===== src/rtl/tans_enc_pkg.sv =====
`default_nettype none

package tans_enc_pkg;

    // Field widths of the stream transactions.
    localparam int OPCODE_W  = 2;
    localparam int SYM_W     = 8;
    localparam int FREQ_W    = 12;
    localparam int START_W   = 11;
    localparam int BYTE_W    = 8;
    localparam int TAIL_W    = 4;
    localparam int FS_W      = 12;

    // Packed bus widths; the input tdata bus is padded to whole bytes.
    localparam int S_TDATA_W = 32;
    localparam int S_TUSER_W = OPCODE_W;
    localparam int M_TDATA_W = BYTE_W + TAIL_W + FS_W;
    localparam int M_TUSER_W = 2;

    // Bit buffer holds one byte; a shift into a full buffer flushes it.
    localparam logic [TAIL_W-1:0] BUF_FULL = TAIL_W'(BYTE_W);

    // Input operation codes.
    typedef enum logic [OPCODE_W-1:0] {
        OP_LOAD   = 2'd0,
        OP_ENCODE = 2'd1,
        OP_FINISH = 2'd2
    } opcode_t;

    // Result kinds.
    localparam logic KIND_BYTE = 1'b0;
    localparam logic KIND_TAIL = 1'b1;

    // Control from the sequencer to the bit buffer.
    typedef struct packed {
        logic shift;
        logic din;
        logic clear;
    } bb_ctl_t;

    // Status of the bit buffer.
    typedef struct packed {
        logic [BYTE_W-1:0] data;
        logic [TAIL_W-1:0] count;
    } bb_stat_t;

endpackage

`default_nettype wire


===== src/rtl/tans_enc_bitbuf.sv =====
`default_nettype none

module tans_enc_bitbuf (
    input  wire logic                   clk,
    input  wire logic                   rst_n,
    input  wire tans_enc_pkg::bb_ctl_t  ctl,
    output tans_enc_pkg::bb_stat_t      stat
);
    import tans_enc_pkg::*;

    logic [BYTE_W-1:0] data_reg, data_next;
    logic [TAIL_W-1:0] count_reg, count_next;

    // One bit enters at the bottom per shift. Shifting into a full buffer
    // hands the whole byte out (the caller samples it first) and restarts
    // with the new bit alone, so bits above the count are always zero.
    always_comb
    begin
        data_next  = data_reg;
        count_next = count_reg;
        if (ctl.clear)
        begin
            data_next  = '0;
            count_next = '0;
        end
        else if (ctl.shift)
        begin
            if (count_reg == BUF_FULL)
            begin
                data_next  = {{(BYTE_W-1){1'b0}}, ctl.din};
                count_next = TAIL_W'(1);
            end
            else
            begin
                data_next  = {data_reg[BYTE_W-2:0], ctl.din};
                count_next = count_reg + TAIL_W'(1);
            end
        end
    end

    always_ff @(posedge clk or negedge rst_n)
    begin
        if (!rst_n)
        begin
            data_reg  <= '0;
            count_reg <= '0;
        end
        else
        begin
            data_reg  <= data_next;
            count_reg <= count_next;
        end
    end

    assign stat.data  = data_reg;
    assign stat.count = count_reg;

endmodule

`default_nettype wire


===== config.mk =====
export PLATFORM = sky130hd
export DESIGN_NAME = tans_enc_bitbuf
export DESIGN_NICKNAME = d
export VERILOG_FILES = /design/src/rtl/tans_enc_pkg.sv /design/src/rtl/tans_enc_bitbuf.sv
export SDC_FILE = /design/constraint.sdc
export NUM_CORES = 1
export LEC_CHECK = 0
export BUFFER_PORTS_ARGS = -buffer_cell sky130_fd_sc_hd__buf_2
export CAP_MARGIN = 20
export CORE_AREA = 2 2 39 41
export CTS_CLUSTER_DIAMETER = 100
export DETAILED_ROUTE_END_ITERATION = 8
export DIE_AREA = 0 0 41 43
export GPL_TIMING_DRIVEN = 0
export PLACE_DENSITY_LB_ADDON = 0.2
export SLEW_MARGIN = 20
export SYNTH_ARGS = -nofsm -noshare
export SYNTH_HDL_FRONTEND = slang
export SYNTH_SLANG_ARGS = --single-unit
export TNS_END_PERCENT = 1

===== constraint.sdc =====
create_clock -name clk -period 4.25 [get_ports clk]
set_clock_uncertainty 0.2 [all_clocks]
set_input_delay 0.6375 -clock clk [delete_from_list [all_inputs] [get_ports clk]]
set_output_delay 0.6375 -clock clk [all_outputs]
set_load 0.05 [all_outputs]

Yosys cells after proc, flatten, opt, wreduce, memory -nomap -nowiden:

Index checks and enable logic that the tools add are counted.

* equal/unequal tests: 1
* muxes and demuxes: 6
* reductions and logical operators: 1
* add/sub/neg operators: 1

Operators with widths (count)
* two-way mux 8 bit: 3
* two-way mux 4 bit: 3
* adder 4 x 1 -> 4 bit (second input constant): 1
* == test 4 bit (second input constant): 1
* nonzero test 2 bit: 1

* word-level logic and storage cells: 11
* register bits after elaboration: 12

Depth between registers and ports, before layout:

* word-level depth: 4
* mapped depth: 4

Least setup slack after synthesis:

Ideal clock, no wire load.

* path kind: reg-to-reg
* start point: register count_reg[0]
* end point: register data_reg[2]
* required time: 3983 ps
* path buffers: 0
* stages on the path, launching flop included: 5
* data arrival time: 1603 ps
* library setup time: 67 ps
* path slack: 2380 ps
* cell sequence: dfrtp_1 -> inv_1 -> ha_1 -> a311oi_4 -> a22o_1

* word-level cells in the longest chain between the ends: 4

Ends and longest elaborated chain
* start, declared: line tans_enc_bitbuf.sv:12 `logic [TAIL_W-1:0] count_reg, count_next;`
* start signal, assigned: line tans_enc_bitbuf.sv:51 `count_reg <= count_next;`
* == test 4 bit: line tans_enc_bitbuf.sv:28 `if (count_reg == BUF_FULL)`
* two-way mux 8 bit: line tans_enc_bitbuf.sv:28
* two-way mux 8 bit: line tans_enc_bitbuf.sv:26 `else if (ctl.shift)`
* two-way mux 8 bit: line tans_enc_bitbuf.sv:21 `if (ctl.clear)`
* end signal, assigned: line tans_enc_bitbuf.sv:50 `data_reg <= data_next;`
* end, declared: line tans_enc_bitbuf.sv:11 `logic [BYTE_W-1:0] data_reg, data_next;`

No other way between the ends. The select of a mux whose other input is x is not followed.
A chain may end at the register's enable or synchronous reset.

Worst setup path in the final report:

* start point: register count_reg[3]
* end point: output port stat[3] in the netlist's numbering

RTL lines
* end, declared: line tans_enc_bitbuf.sv:7 `output tans_enc_pkg::bb_stat_t stat`

No word-level cell between the ends.

==> impl_metrics.csv <==
group,metric,value,unit
detailed_routing,routed-via-count,385,
cells_and_area,drive_gt1_share,35.6,%
run_status,status,"complete, no violations",
power,ir_drop,0.196,mV
synthesis,synth_edf_count,0,
die,die-area,0.00176,mm²
detailed_routing,highest_layer,"met3",
clock_tree,cts_hold_buf,0,
clock_tree,cts_tree,"yes",
setup_path,max_stage_delay,0.46,ns
detailed_routing,routed_wl,853,µm
setup_path,worstPathCellList,"buf_2",
grt,grt_antenna_before_repair,0,
place,place_inst,72,
power,p_int,160,µW
synthesis,ys_async_sr_fraction,100,%
clock_tree,cts-resized-gates,0,
cells_and_area,fin_cells,75,
sta,hold_violations,0,
die,rows,14,
place,place.gp.congestion,0.641,
setup_path,crit_path_end_kind,"output pin",
detailed_routing,drt-initial-drc-count,3,
grt,grt-ovfl-total,0,
clock_tree,clk_latency,0.26,ns
grt,grt_use_total,12.9,%
clock_tree,htree_levels,1,
detailed_routing,firstDrtPassIters,2,
synthesis,synth_cell_types,14,
setup_path,rr_worst_depth,4,
setup_path,critical_path_class,"flip-flop to output pin",
min_path,hold_path_class,"input pin to asynchronous set/reset pin",
sta,rsz0062_at_grt,"no",
die,start_util,38.2,%
detailed_routing,wl_met2,369,µm
clock_tree,cts_sinks,12,
power,seq_power_share,55.3,%
setup_path,cp_num_cells,1,
synthesis,synth_most_common_cell,"dfrtp_1",
detailed_routing,via_per_inst,5.13,
sta,max_slew_margin,69.3,%
setup_path,arrival,1.03,ns
power,p_clk_share,29.4,%
setup_path,cp_slowest_cell,"dfrtp_1",
clock_tree,clock_path_buffers,2,
grt,grt_pass1_wl,1.50,mm
setup_path,required,3.41,ns
grt,grt_max_degree,13,
synthesis,synthCells,41,
place,hpwl,666,µm
synthesis,synth_ff_type,"dfrtp_1",
cells_and_area,antenna_cells,0,
sta,period_minus_slack,1.86,ns
synthesis,synth_area_per_cell,12.9,µm²
synthesis,syn_area,529,µm²
cells_and_area,post-route-util,46.7,%
sta,final-max-slew-violation-count,0,
power,pwr-share-comb,15.3,%
sta,fin_tns_setup,0,ns
synthesis,synth-seq-area-share,56.7,%
synthesis,synth_top_area_share,56.7,%
synthesis,synth_nets,48,
die,io_pins,17,
power,p_per_area,338,mW/mm²
power,netSwitchingFraction,26.8,%
sta,clock.fmax,0.537,GHz
synthesis,yosysTopAreaCell,"dfrtp_1",
detailed_routing,wl_per_cell,11.4,µm
cells_and_area,multi_input_area,200,µm²
die,die_w,41,µm
sta,period_share,43.8,%
setup_path,cp_num_buf_inv,1,
detailed_routing,remaining_drc_errors,0,
detailed_routing,wl_met1,423,µm
cells_and_area,largest_reg_flops,8,
synthesis,ys_top_cells_by_count,"dfrtp_1 (12), a22o_1 (8), nor2_1 (4)",
power,leakage,0.342,nW
power,p_sw,58.6,µW
run,max_cap_violations,0,
synthesis,yosys_warnings,0,
setup_path,start_kind,"flip-flop",
cells_and_area,areaGrowthSynthToFinish,22.2,%
synthesis,synth_area_leaders,"dfrtp_1 (57%), a22o_1 (13%), a311oi_4 (5.0%)",
sta,worstMarginPinSlew,0.459,ns
place,port_buffers,15,
cells_and_area,seq_area,300,µm²
clock_tree,path_clk_slew,0.07,ns
clock_tree,cts_setup_buffers,0,
detailed_routing,drtAntennaViolNets,0,
clock_tree,cts_made_buffers,3,
setup_path,worstPathMaxFanout,5,
clock_tree,cts_root_buf,"clkbuf_4",
die,core_area,0.00138,mm²
detailed_routing,wl_met3,60,µm
sta,setup-violations-final,0,
synthesis,synth_seq_cells,12,
die,die_h,43,µm
grt,grt_pass1_vias,364,
cells_and_area,n_fill_cell,144,
cells_and_area,final_nets,68,
setup_path,crit_family,"flip-flops",
[kinds of logic after synthesis]
kind of cell / count (synthesis) / synth area share, %
flip-flops: 12 / 56.7
AO/OA/AOI/OAI: 11 / 20.8
adder cells (fa/ha/maj): 2 / 4.73
buffers and inverters: 5 / 5.44
AND/OR/NAND/NOR: 7 / 5.20
XOR/XNOR: 2 / 3.31
multiplexers: 2 / 3.78
[layer usage]
layer	vias up	global-route usage [%]
li1	183	-
met1	189	17.2
met2	13	16.9
met3	0	4.71
met4	0	8.00
met5	-	0
[per-stage QoR]
step	cell area (µm²)	total power, mW	hold WS [ns]	setup WS (ns)
finish	647	0.219	0.0384	2.39
global placement	624	0.157	0.287	2.57
floorplan	529	0.147	0.142	2.38
CTS	647	0.223	0.0359	2.37
detailed placement	624	0.157	0.299	2.57
global route	647	0.234	0.0380	2.32
[cell type report]
type                            count  share of cell area, %
Clock buffer                        3                   3.48
Multi-Input combinational cell     24                   30.9
Inverter                            4                   2.71
Sequential cell                    12                   46.4
Tap cell                           16                   3.09
Timing Repair Buffer               15                   11.6
Buffer                              1                   1.74
[layout by cell type (no fill, tap or decap)]
master	count
buf_2	15
dfrtp_1	12
a22o_1	8
nor2_1	4
inv_1	3
clkbuf_4	3
xnor2_1	2
mux2i_1	2
nand2_1	2
ha_1	2
buf_6	1
inv_4	1
a311oi_4	1
nand3_1	1
a211o_1	1
a21oi_1	1
[power groups by stage]
stage	logic (mW)	clock network (mW)	registers, mW
after floorplan	0.0135	0	0.133
after global placement	0.0337	0	0.123
after detailed placement	0.0338	0	0.123
after CTS	0.0339	0.0685	0.121
after global routing	0.0368	0.0754	0.122
final	0.0335	0.0643	0.121
[path summary, 6_finish.rpt]
| check | start | end | slack [ns] |
|---|---|---|---|
| max reg2reg | count_reg[0] | data_reg[3] | 2.58 |
| max in group asynchronous | rst_n | data_reg[1] | 3.61 |
| min reg2reg | data_reg[7] | data_reg[7] | 0.31 |
| min in group clk | data_reg[7] | data_reg[7] | 0.31 |
| min | rst_n | data_reg[4] | 0.04 |
| max | count_reg[3] | stat[3] | 2.39 |
No activity file was read; power rests on OpenSTA's default activity.
